--- config.mk ---
export PLATFORM = sky130hd
export DESIGN_NAME = ipv6_dad_address_table
export DESIGN_NICKNAME = d
export VERILOG_FILES = /design/src/rtl/ipdad_pkg.sv /design/src/rtl/ipdad_addr_mem.sv /design/src/rtl/ipdad_ctl_mem.sv /design/src/rtl/ipdad_seq.sv /design/src/rtl/ipv6_dad_address_table.sv
export SDC_FILE = /design/constraint.sdc
export NUM_CORES = 2
export LEC_CHECK = 0
export BUFFER_PORTS_ARGS = -buffer_cell sky130_fd_sc_hd__buf_4
export CORE_UTILIZATION = 30
export CTS_CLUSTER_DIAMETER = 100
export DETAILED_ROUTE_END_ITERATION = 8
export PLACE_DENSITY_LB_ADDON = 0.1
export SLEW_MARGIN = 20
export SYNTH_ARGS = -nofsm -noshare
export SYNTH_HDL_FRONTEND = slang
export SYNTH_SLANG_ARGS = --single-unit
export TNS_END_PERCENT = 10
--- constraint.sdc ---
create_clock -name clk_i -period 25.5 [get_ports clk_i]
set_clock_uncertainty 0.15 [all_clocks]
set_input_delay 1.275 -clock clk_i [delete_from_list [all_inputs] [get_ports clk_i]]
set_output_delay 1.275 -clock clk_i [all_outputs]
set_load 0.05 [all_outputs]
--- src/rtl/ipdad_pkg.sv ---
// Package for the IPv6 duplicate address detection table.
// Transfer types, entry types and codes shared by all files. No dependencies.
package ipdad_pkg;

  localparam int unsigned SLOTS_DFLT = 8;

  localparam logic [15:0] DAD_TIMEOUT_RST = 16'd1000;
  localparam logic [7:0]  PREFIX_MAX      = 8'd128;
  localparam logic [9:0]  LINK_LOCAL_PFX  = 10'h3FA;

  localparam logic [1:0] OP_CONFIG  = 2'd0;
  localparam logic [1:0] OP_ADVERT  = 2'd1;
  localparam logic [1:0] OP_DUP_SOL = 2'd2;
  localparam logic [1:0] OP_TICK    = 2'd3;

  localparam logic [2:0] RS_OK      = 3'd0;
  localparam logic [2:0] RS_INVALID = 3'd1;
  localparam logic [2:0] RS_EXISTS  = 3'd2;
  localparam logic [2:0] RS_FULL    = 3'd3;
  localparam logic [2:0] RS_NOMATCH = 3'd4;

  localparam logic [1:0] ES_NONE      = 2'd0;
  localparam logic [1:0] ES_TENTATIVE = 2'd1;
  localparam logic [1:0] ES_ENABLED   = 2'd2;
  localparam logic [1:0] ES_CONFLICT  = 2'd3;

  typedef struct packed {
    logic [1:0]  operation;
    logic        is_ipv6;
    logic [63:0] address_high;
    logic [63:0] address_low;
    logic [7:0]  prefix_length;
    logic [2:0]  slot_index;
  } item_t;

  typedef struct packed {
    logic [2:0] status;
    logic [2:0] slot_used;
    logic       leave_multicast;
    logic [7:0] promoted_mask;
    logic       send_router_solicit;
  } result_t;

  typedef struct packed {
    logic [1:0]  state;
    logic [15:0] countdown;
    logic        armed;
  } ctl_entry_t;

  typedef struct packed {
    logic [63:0] addr_high;
    logic [63:0] addr_low;
    logic [7:0]  prefix;
  } addr_entry_t;

endpackage

--- src/rtl/ipdad_addr_mem.sv ---
// Address store: one synchronous RAM of address and prefix per slot.
// Depends on ipdad_pkg. Contents are undefined until written.
module ipdad_addr_mem import ipdad_pkg::*; #(
  parameter int unsigned SLOTS = SLOTS_DFLT,
  parameter int unsigned IW    = (SLOTS > 1) ? $clog2(SLOTS) : 1
) (
  input  logic        clk_i,
  input  logic        rd_en_i,
  input  logic [IW-1:0] rd_addr_i,
  output addr_entry_t rd_data_o,
  input  logic        wr_en_i,
  input  logic [IW-1:0] wr_addr_i,
  input  addr_entry_t wr_data_i
);

  addr_entry_t mem_q [SLOTS];
  addr_entry_t rd_q;

  always_ff @(posedge clk_i) begin
    if (wr_en_i) begin
      mem_q[wr_addr_i] <= wr_data_i;
    end
    if (rd_en_i) begin
      rd_q <= mem_q[rd_addr_i];
    end
  end

  assign rd_data_o = rd_q;

endmodule

--- src/rtl/ipdad_ctl_mem.sv ---
// Control store: state, countdown and armed flag per slot in a synchronous RAM.
// Depends on ipdad_pkg. Per-slot valid flops make unwritten slots read as reset.
module ipdad_ctl_mem import ipdad_pkg::*; #(
  parameter int unsigned SLOTS = SLOTS_DFLT,
  parameter int unsigned IW    = (SLOTS > 1) ? $clog2(SLOTS) : 1
) (
  input  logic          clk_i,
  input  logic          rst_ni,
  input  logic          rd_en_i,
  input  logic [IW-1:0] rd_addr_i,
  output ctl_entry_t    rd_data_o,
  input  logic          wr_en_i,
  input  logic [IW-1:0] wr_addr_i,
  input  ctl_entry_t    wr_data_i
);

  ctl_entry_t mem_q [SLOTS];
  ctl_entry_t rd_q;
  logic [SLOTS-1:0] valid_q;
  logic rd_vld_q;

  always_ff @(posedge clk_i) begin
    if (wr_en_i) begin
      mem_q[wr_addr_i] <= wr_data_i;
    end
    if (rd_en_i) begin
      rd_q <= mem_q[rd_addr_i];
    end
  end

  always_ff @(posedge clk_i or negedge rst_ni) begin
    if (!rst_ni) begin
      valid_q  <= '0;
      rd_vld_q <= 1'b0;
    end else begin
      if (wr_en_i) begin
        valid_q[wr_addr_i] <= 1'b1;
      end
      if (rd_en_i) begin
        rd_vld_q <= valid_q[rd_addr_i];
      end
    end
  end

  assign rd_data_o = rd_vld_q ? rd_q : '0;

endmodule

--- src/rtl/ipdad_seq.sv ---
// Sequencer: sweeps all slots once per item, read-modify-write on the stores.
// Depends on ipdad_pkg. Drives ipdad_ctl_mem and ipdad_addr_mem ports.
module ipdad_seq import ipdad_pkg::*; #(
  parameter int unsigned SLOTS = SLOTS_DFLT,
  parameter int unsigned IW    = (SLOTS > 1) ? $clog2(SLOTS) : 1
) (
  input  logic          clk_i,
  input  logic          rst_ni,
  input  logic          start_i,
  input  item_t         item_i,
  output logic          busy_o,
  output logic          result_valid_o,
  output result_t       result_o,
  input  logic          cfg_we_i,
  input  logic [15:0]   cfg_wdata_i,
  output logic          rd_en_o,
  output logic [IW-1:0] rd_addr_o,
  input  ctl_entry_t    ctl_rd_i,
  input  addr_entry_t   addr_rd_i,
  output logic          ctl_we_o,
  output logic [IW-1:0] ctl_waddr_o,
  output ctl_entry_t    ctl_wdata_o,
  output logic          addr_we_o,
  output logic [IW-1:0] addr_waddr_o,
  output addr_entry_t   addr_wdata_o
);

  localparam logic [1:0] S_IDLE  = 2'd0;
  localparam logic [1:0] S_SWEEP = 2'd1;
  localparam logic [1:0] S_FIN   = 2'd2;
  localparam logic [IW-1:0] LAST = IW'(SLOTS - 1);

  logic [1:0]    state_q, state_d;
  item_t         item_q, item_d;
  logic [IW-1:0] ev_q, ev_d;
  logic          exists_q, exists_d;
  logic          open_fnd_q, open_fnd_d;
  logic [IW-1:0] open_q, open_d;
  logic          hit_q, hit_d;
  logic [IW-1:0] slot_q, slot_d;
  logic [7:0]    mask_q, mask_d;
  logic          rs_q, rs_d;
  result_t       res_q, res_d;
  logic          res_vld_q, res_vld_d;
  logic [15:0]   timeout_q;

  logic [6:0] ev_w, sidx_w, open_w, slot_w;
  logic       addr_eq, cfg_ok;

  assign ev_w    = {{(7-IW){1'b0}}, ev_q};
  assign open_w  = {{(7-IW){1'b0}}, open_q};
  assign slot_w  = {{(7-IW){1'b0}}, slot_q};
  assign sidx_w  = {4'd0, item_q.slot_index};
  assign addr_eq = (addr_rd_i.addr_high == item_q.address_high) &&
                   (addr_rd_i.addr_low == item_q.address_low);
  assign cfg_ok  = item_q.is_ipv6 && (item_q.prefix_length != 8'd0) &&
                   (item_q.prefix_length <= PREFIX_MAX);

  always_comb begin
    state_d      = state_q;
    item_d       = item_q;
    ev_d         = ev_q;
    exists_d     = exists_q;
    open_fnd_d   = open_fnd_q;
    open_d       = open_q;
    hit_d        = hit_q;
    slot_d       = slot_q;
    mask_d       = mask_q;
    rs_d         = rs_q;
    res_d        = res_q;
    res_vld_d    = 1'b0;
    rd_en_o      = 1'b0;
    rd_addr_o    = '0;
    ctl_we_o     = 1'b0;
    ctl_waddr_o  = ev_q;
    ctl_wdata_o  = ctl_rd_i;
    addr_we_o    = 1'b0;
    addr_waddr_o = open_q;
    addr_wdata_o = '{addr_high: item_q.address_high, addr_low: item_q.address_low,
                     prefix: item_q.prefix_length};
    unique case (state_q)
      S_IDLE: begin
        if (start_i) begin
          rd_en_o    = 1'b1;
          item_d     = item_i;
          ev_d       = '0;
          exists_d   = 1'b0;
          open_fnd_d = 1'b0;
          open_d     = '0;
          hit_d      = 1'b0;
          slot_d     = '0;
          mask_d     = '0;
          rs_d       = 1'b0;
          state_d    = S_SWEEP;
        end
      end
      S_SWEEP: begin
        if (ev_q != LAST) begin
          rd_en_o   = 1'b1;
          rd_addr_o = IW'(ev_w + 7'd1);
          ev_d      = IW'(ev_w + 7'd1);
        end else begin
          state_d = S_FIN;
        end
        unique case (item_q.operation)
          OP_CONFIG: begin
            if (ctl_rd_i.state != ES_NONE) begin
              if (addr_eq) begin
                exists_d = 1'b1;
              end
            end else if (!open_fnd_q) begin
              open_fnd_d = 1'b1;
              open_d     = ev_q;
            end
          end
          OP_ADVERT, OP_DUP_SOL: begin
            if (!hit_q && ctl_rd_i.state == ES_TENTATIVE &&
                ((item_q.operation == OP_ADVERT) ? addr_eq : (sidx_w == ev_w))) begin
              ctl_we_o    = 1'b1;
              ctl_wdata_o = '{state: ES_CONFLICT, countdown: 16'd0, armed: 1'b0};
              hit_d       = 1'b1;
              slot_d      = ev_q;
            end
          end
          OP_TICK: begin
            if (ctl_rd_i.armed) begin
              ctl_we_o = 1'b1;
              if (ctl_rd_i.countdown <= 16'd1) begin
                ctl_wdata_o.countdown = 16'd0;
                ctl_wdata_o.armed     = 1'b0;
                if (ctl_rd_i.state == ES_TENTATIVE) begin
                  ctl_wdata_o.state = ES_ENABLED;
                  if (ev_w < 7'd8) begin
                    mask_d[ev_w[2:0]] = 1'b1;
                  end
                  if (addr_rd_i.addr_high[63:54] == LINK_LOCAL_PFX) begin
                    rs_d = 1'b1;
                  end
                end
              end else begin
                ctl_wdata_o.countdown = ctl_rd_i.countdown - 16'd1;
              end
            end
          end
        endcase
      end
      S_FIN: begin
        res_vld_d = 1'b1;
        res_d     = '0;
        state_d   = S_IDLE;
        unique case (item_q.operation)
          OP_CONFIG: begin
            if (!cfg_ok) begin
              res_d.status = RS_INVALID;
            end else if (exists_q) begin
              res_d.status = RS_EXISTS;
            end else if (!open_fnd_q) begin
              res_d.status = RS_FULL;
            end else begin
              res_d.status    = RS_OK;
              res_d.slot_used = open_w[2:0];
              ctl_we_o        = 1'b1;
              ctl_waddr_o     = open_q;
              ctl_wdata_o     = '{state: ES_TENTATIVE, countdown: timeout_q, armed: 1'b1};
              addr_we_o       = 1'b1;
            end
          end
          OP_ADVERT, OP_DUP_SOL: begin
            if (hit_q) begin
              res_d.status          = RS_OK;
              res_d.slot_used       = slot_w[2:0];
              res_d.leave_multicast = (item_q.operation == OP_ADVERT);
            end else begin
              res_d.status = RS_NOMATCH;
            end
          end
          OP_TICK: begin
            res_d.status              = RS_OK;
            res_d.promoted_mask       = mask_q;
            res_d.send_router_solicit = rs_q;
          end
        endcase
      end
      default: begin
        state_d = S_IDLE;
      end
    endcase
  end

  always_ff @(posedge clk_i or negedge rst_ni) begin
    if (!rst_ni) begin
      state_q   <= S_IDLE;
      res_vld_q <= 1'b0;
      timeout_q <= DAD_TIMEOUT_RST;
    end else begin
      state_q   <= state_d;
      res_vld_q <= res_vld_d;
      if (cfg_we_i) begin
        timeout_q <= cfg_wdata_i;
      end
    end
  end

  always_ff @(posedge clk_i) begin
    item_q     <= item_d;
    ev_q       <= ev_d;
    exists_q   <= exists_d;
    open_fnd_q <= open_fnd_d;
    open_q     <= open_d;
    hit_q      <= hit_d;
    slot_q     <= slot_d;
    mask_q     <= mask_d;
    rs_q       <= rs_d;
    res_q      <= res_d;
  end

  assign busy_o         = (state_q != S_IDLE);
  assign result_valid_o = res_vld_q;
  assign result_o       = res_q;

endmodule

--- src/rtl/ipv6_dad_address_table.sv ---
// Top level of the IPv6 address table with duplicate address detection.
// Depends on ipdad_pkg, ipdad_seq, ipdad_ctl_mem and ipdad_addr_mem.
//
// Command channel: item_i is transferred on a rising edge with start high
// and busy low. Operations: configure address, neighbor advert, dup
// solicit on a slot, millisecond tick.
// Result channel: result_o is shown for exactly one cycle with
// result_valid_o high; the receiver takes it then and cannot stall.
// Config: cfg_we_i writes cfg_wdata_i into the DAD timeout register
// (reset 1000 ticks); write only while no command is in flight.
// Timing: every command sweeps the slots once through the control and
// address RAMs, one slot per cycle, set by the single read port of each
// RAM. The result strobe follows the sweep, state S_FIN and the result
// register; busy drops in that same cycle, so commands never overlap.
// Reset: all slots read as empty and unarmed at once (per-slot valid bits);
// the table is usable in the first cycle after reset.
module ipv6_dad_address_table import ipdad_pkg::*; #(
  parameter int unsigned SLOTS = SLOTS_DFLT
) (
  input  logic        clk_i,
  input  logic        rst_ni,
  input  logic        start,
  input  item_t       item_i,
  output logic        busy,
  output logic        result_valid_o,
  output result_t     result_o,
  input  logic        cfg_we_i,
  input  logic [15:0] cfg_wdata_i
);

  localparam int unsigned IW = (SLOTS > 1) ? $clog2(SLOTS) : 1;

  logic          rd_en;
  logic [IW-1:0] rd_addr;
  ctl_entry_t    ctl_rd;
  addr_entry_t   addr_rd;
  logic          ctl_we;
  logic [IW-1:0] ctl_waddr;
  ctl_entry_t    ctl_wdata;
  logic          addr_we;
  logic [IW-1:0] addr_waddr;
  addr_entry_t   addr_wdata;

  ipdad_seq #(.SLOTS(SLOTS), .IW(IW)) u_seq (
    .clk_i, .rst_ni, .item_i, .result_valid_o, .result_o,
    .start_i      (start),
    .busy_o       (busy),
    .cfg_we_i, .cfg_wdata_i,
    .rd_en_o      (rd_en),
    .rd_addr_o    (rd_addr),
    .ctl_rd_i     (ctl_rd),
    .addr_rd_i    (addr_rd),
    .ctl_we_o     (ctl_we),
    .ctl_waddr_o  (ctl_waddr),
    .ctl_wdata_o  (ctl_wdata),
    .addr_we_o    (addr_we),
    .addr_waddr_o (addr_waddr),
    .addr_wdata_o (addr_wdata)
  );

  ipdad_ctl_mem #(.SLOTS(SLOTS), .IW(IW)) u_ctl_mem (
    .clk_i, .rst_ni,
    .rd_en_i   (rd_en),
    .rd_addr_i (rd_addr),
    .rd_data_o (ctl_rd),
    .wr_en_i   (ctl_we),
    .wr_addr_i (ctl_waddr),
    .wr_data_i (ctl_wdata)
  );

  ipdad_addr_mem #(.SLOTS(SLOTS), .IW(IW)) u_addr_mem (
    .clk_i,
    .rd_en_i   (rd_en),
    .rd_addr_i (rd_addr),
    .rd_data_o (addr_rd),
    .wr_en_i   (addr_we),
    .wr_addr_i (addr_waddr),
    .wr_data_i (addr_wdata)
  );

endmodule

# Word-level counts from Yosys, hierarchy flattened
# Memories as Yosys holds them, arrays and structs flattened. A register that Yosys moved wholly into a read port is not among the register bits.
# Cells that the tools add are included.
# word_totals
register_bits,207
ram_bits,1240
input_bits,162
out_inout_bits,18
n_memories,2
# memory_table
memory,words,word_bits,read_ports,rd_clocked_by_memory_dff,wr,line,text
u_addr_mem.mem_q,8,136,1,1,1,ipdad_addr_mem.sv:16,addr_entry_t mem_q [SLOTS];
u_ctl_mem.mem_q,8,19,1,1,1,ipdad_ctl_mem.sv:17,ctl_entry_t mem_q [SLOTS];
# classes
n_addsub,2
order_cmp,8
eq_ne,26
muxes,90
n_bitwise,2
reduce_logical,24
# ops
cell,n
19-bit 2-to-1 mux,7
64-bit == test,2
19-bit case mux with 2 select lines,2
3-bit 2-to-1 mux,19
8-bit 2-to-1 mux,6
1-bit 2-to-1 mux,32
"2-bit by 1-bit inequality test with 1-bit output, second input constant",12
3-bit case mux with 2 select lines,4
"16-bit by 1-bit <= comparator with 1-bit output, second input constant",1
"3-bit by 4-bit < comparator with 1-bit output, second input constant",4
16-bit 2-to-1 mux,1
8-bit bitwise OR,2
8-bit case mux with 2 select lines,1
"16-bit by 1-bit subtractor with 16-bit output, second input constant",1
1-bit case mux with 2 select lines,7
7-bit AND reduction,2
"10-bit == test, second input constant",1
2-bit 2-to-1 mux,5
3-bit case mux with 3 select lines,1
"8-bit <= comparator, second input constant",1
4-bit AND reduction,2
8-bit nonzero test,1
1-bit logical AND,7
1-bit demux with 3-bit select,2
other kinds (17),29

# Depth between registers and ports, before layout
# logic_depth
ltp_word,11
ltp_mapped,11

# Modules after synthesis
# From an unflattened synthesis, not the netlist that was laid out.
# unflattened
hier_cells,2833
area_unflattened_um2,62048.3
# by_module_without_submodules
mod,n_inst,cells_per_inst,area_per_inst_um2
ipdad_addr_mem,1,1720,44868.0
ipdad_seq,1,816,10233.6
ipdad_ctl_mem,1,297,6946.7

# Worst setup path after synthesis
# OpenSTA, ideal clock, no wires.
# synth_timing
kind,reg-to-reg
from,reg u_seq.item_q[140] (netlist bit)
to,"mem u_addr_mem.mem_q[0][100] (netlist bit), enable pin"
setup_ns,0.929
t_arrival_ns,13.523
required_ns,24.421
setup_slack_ns,10.898
stages_incl_launch_ff,9
synth_period_minus_slack_ns,14.602
cell_sequence,edfxtp_1 -> inv_1 -> ha_1 -> buf_2 -> nand4bb_1 -> a211o_1 -> and2_1 -> buf_2 -> nor4_1
# synth_between
elab_chain_cells,5
# synth_rtl
element,line,text
from (decl),ipdad_seq.sv:34,"item_t item_q, item_d;"
from (signal assigned),ipdad_seq.sv:205,item_q <= item_d;
2-bit zero test,ipdad_seq.sv:151,unique case (item_q.operation)
1-bit 2-to-1 mux,ipdad_seq.sv:151,
1-bit 2-to-1 mux,ipdad_seq.sv:81,unique case (state_q)
1-bit 2-to-1 mux,ipdad_addr_mem.sv:20,if (wr_en_i) begin
1-bit 2-to-1 mux (implied by the code),ipdad_addr_mem.sv:21,mem_q[wr_addr_i] <= wr_data_i;
to (decl),ipdad_addr_mem.sv:16,
# Every way passes these cells.

# Worst setup path after layout
# layout_timing
from,reg u_seq.state_q[1]
to,"reg, netlist name u_addr_mem.rd_data_o[45]"
# layout_between
elab_chain_cells,2
word_cells_on_any_way,4
classes_between,eq/ne (1); mux (2); reduce/logical (1)
# layout_rtl
element,line,text
from (decl),ipdad_seq.sv:33,"logic [1:0] state_q, state_d;"
from (signal assigned),ipdad_seq.sv:196,state_q <= state_d;
2-bit by 1-bit == test with 1-bit output or 2-bit zero test (tied branches),ipdad_seq.sv:81,
1-bit case mux with 2 select lines or 3-bit 2-to-1 mux (tied branches),ipdad_seq.sv:81,
# Parallel ways exist; a longest one is shown, timed or not.
# A chain may end at the register's enable or synchronous reset.

==> flow_summary.json <==
{
  "synth_top_flop_cell": "edfxtp_1",
  "fin_setup_tns_ns": 0,
  "slew_violations": 0,
  "numCtsBuffers": 174,
  "row_count": 161,
  "end_kind": "register",
  "path_cells": "inv_1, ha_1, buf_4, and2_1, nor2b_4, buf_4, buf_4, buf_4, mux4_2, nand2_1, nand2_1",
  "synth_seq_cells": 1530,
  "syn_area_um2": 58500,
  "power_w": 0.00798,
  "cts_sinks": 1530,
  "drive_above_1_share_pct": 24.2,
  "path_buf_inv": 5,
  "cap_violations": 0,
  "ios": 180,
  "clockBufferDepth": 3,
  "p_comb_share_pct": 25.8,
  "ys_warn_count": 0,
  "cts_hold_buffers": 0,
  "synth_cell_type_count": 71,
  "start_util_pct": 30.3,
  "vias_per_cell": 4.80,
  "h-tree-depth": 4,
  "netSwitchingPower_w": 0.00250,
  "place_congestion": 0.767,
  "p_per_area_nw_per_um2": 116,
  "clk_latency_ns": 0.81,
  "final_core_util_pct": 35.6,
  "worstPathArrival_ns": 6.01,
  "fmax_mhz": 178,
  "rsz0062_at_grt": "false",
  "seq_area_frac_synth_pct": 78.3,
  "area_growth_pct": 17.4,
  "worstPathMaxFanout": 63,
  "clock_power_share_pct": 30.6,
  "slowest_delay_ns": 0.94,
  "hpwl_um": 85000,
  "drc": 0,
  "postCtsSetupBuffers": 0,
  "synth_area_per_cell_um2": 19.7,
  "cp-start-kind": "register",
  "grt_overflow": 0,
  "status": "finished, final reports clean",
  "worstMarginPinSlew_ns": 1.12,
  "cts_tree": "done",
  "fp.dieH_um": 444,
  "coreArea_um2": 193000,
  "switching_share_pct": 31.4,
  "worst-setup-path-type": "reg2reg",
  "drtAntennaViolNets": 0,
  "grt_pass1_vias": 30760,
  "drt_iter0_drc": 2059,
  "p_int_w": 0.00548,
  "mostFrequentLayoutCells": "1502 x edfxtp_1, 487 x nand2_1, 296 x mux4_2, 224 x buf_4, 175 x clkbuf_16",
  "grt_max_degree": 112,
  "fp.dieW_um": 444,
  "setup_viol": 0,
  "slowest_stage": "buf_4",
  "hold_violations": 0,
  "syn_inst": 2968,
  "critical_path.top_delay_family": "buffers and inverters",
  "regToRegStartpoint": "u_seq.state_q[1]",
  "fin_crit_sh_pct": 22.1,
  "hold_class": "in2async",
  "path_common_cell": "buf_4",
  "slew_headroom_pct": 25.0,
  "clkTransAtPathRegs_ns": 0.06,
  "setup.worst_path.start": "u_seq.state_q[1]",
  "cts_resized": 0,
  "routed_wirelength_um": 155000,
  "antenna_found_initial": 10,
  "period_minus_slack_ns": 5.63,
  "leakage_nw": 22.0,
  "portBuffers": 179,
  "critPathRequiredTime_ns": 25.88,
  "seq_power_share_pct": 43.6,
  "vias": 28371,
  "track_usage_pct": 15.8,
  "routedWlPerCell_um": 26.2,
  "grt_pass1_wl_um": 224000,
  "final_nets": 3419,
  "layout_commonest_cell": "edfxtp_1",
  "synth_edf_count": 1502,
  "drtPass1Iterations": 5,
  "ir_drop_mv": 0.105,
  "dieArea_um2": 197000,
  "synth_fp_nets": 3140,
  "async_reset_ff_share_pct": 1.83,
  "cts_root_buf": "clkbuf_16"
}
-- flip-flops by register name, indices dropped and copies added, names as in the netlist, 2 cells and up --
signal and flops:
u_seq.addr_wdata_o 136, u_ctl_mem.valid_q 8, u_seq.result_o 16, u_seq.slot_q 3, u_ctl_mem.mem_q 152, u_seq.timeout_q 16, u_addr_mem.mem_q 1024, u_seq.mask_q 8
u_seq.addr_waddr_o 3, u_seq.item_q 6, u_addr_mem.rd_data_o 128, u_ctl_mem.rd_q 19, u_seq.state_q 2, u_seq.ev_q 3
-- cell usage after synthesis (all sizes together), types with 3 or more instances --
master | instances | area share, %
o21ai | 23 | 0.22
ha | 10 | 0.21
o31ai | 9 | 0.12
a211o | 3 | 0.045
nor3 | 18 | 0.15
buf | 46 | 0.38
nand2b | 8 | 0.086
nand2 | 488 | 3.1
nand4 | 37 | 0.40
xor2 | 6 | 0.090
a211oi | 4 | 0.051
and2 | 18 | 0.19
o21bai | 5 | 0.064
mux2 | 16 | 0.31
clkbuf | 82 | 0.53
a31oi | 9 | 0.096
inv | 16 | 0.10
o31a | 4 | 0.060
mux4 | 296 | 11
o211ai | 5 | 0.064
nor2 | 65 | 0.42
nor2b | 3 | 0.032
a21oi | 37 | 0.32
a32oi | 4 | 0.060
a22oi | 4 | 0.051
or2 | 5 | 0.053
dfrtp | 22 | 0.94
o2bb2ai | 4 | 0.060
mux2i | 8 | 0.14
nor4 | 15 | 0.17
or3 | 5 | 0.053
o22ai | 4 | 0.043
or4 | 6 | 0.096
xnor2 | 129 | 1.9
dfstp | 6 | 0.27
edfxtp | 1502 | 77
nand3 | 13 | 0.11
-- metal layers --
layer  part of all wire [%]  vias to the layer above  GRT usage (%)
li1                       -                    12361              -
met1                     43                    15205           20.3
met2                     52                      591           28.3
met3                    3.3                      214           2.29
met4                    1.7                        0           3.50
met5                      0                        -              0
-- worst reg2reg max path, stage by stage, from the launching register on --
cell and delay [ns]:
dfrtp_1 0.38, inv_1 0.12, ha_1 0.16, buf_4 0.32
and2_1 0.22, nor2b_4 0.54, buf_4 0.92, buf_4 0.96
buf_4 0.96, mux4_2 0.51, nand2_1 0.08, nand2_1 0.06
-- final timing paths --
path	end	slack, ns	cells after the start
worst max-delay path	u_addr_mem.rd_data_o[45]	19.87	11
worst min-delay path	u_seq.timeout_q[14]	0.27	1
worst max register to register	u_addr_mem.rd_data_o[45]	19.87	11
worst min register to register	u_ctl_mem.valid_q[1]	0.33	1
max in group asynchronous	u_seq.timeout_q[3]	24.59	1
min in group clk_i	u_ctl_mem.valid_q[1]	0.33	1
-- power by group through the flow --
| stage | Clock (W) | Sequential [W] | Combinational [W] |
|---|---|---|---|
| 3_5_place_dp | 0 | 0.00354 | 0.00214 |
| 6_report | 0.00245 | 0.00348 | 0.00206 |
| 2_1_floorplan | 0 | 0.00347 | 0.00144 |
| 3_3_place_gp | 0 | 0.00353 | 0.00213 |
| 4_1_cts | 0.00252 | 0.00349 | 0.00214 |
| 5_1_grt | 0.00260 | 0.00352 | 0.00226 |
-- logic make-up after synthesis --
family	Yosys count	synth area share [%]
xor gates and xnor gates	135	2.02
buffers and inverters	145	1.02
DFF	1530	78.3
and+or+nand+nor	692	5.06
adders and majority gates	10	0.214
muxes	320	11.8
AOI/OAI and AO/OA	136	1.58
-- layout make-up --
cell class | instances | area, µm²
Fill cell | 17868 | 124000
Clock buffer | 219 | 4540
Antenna cell | 1 | 2.50
Clock inverter | 97 | 1080
Tap cell | 2526 | 3160
Sequential cell | 1530 | 45800
Inverter | 17 | 76.3
Multi-Input combinational cell | 1293 | 12200
Timing Repair Buffer | 231 | 1820
-- metrics by stage --
step	instances	area, µm²	setup WS [ns]	hold WS (ns)
final	5914	68700	19.87	0.266
after global routing	5913	68700	19.55	0.249
after CTS	5913	68700	19.70	0.216
after detailed placement	5597	63100	19.71	0.298
after global placement	5597	63100	19.82	0.304
after floorplan	2968	58500	10.90	0.281
Power figures use the tool's default switching activity.
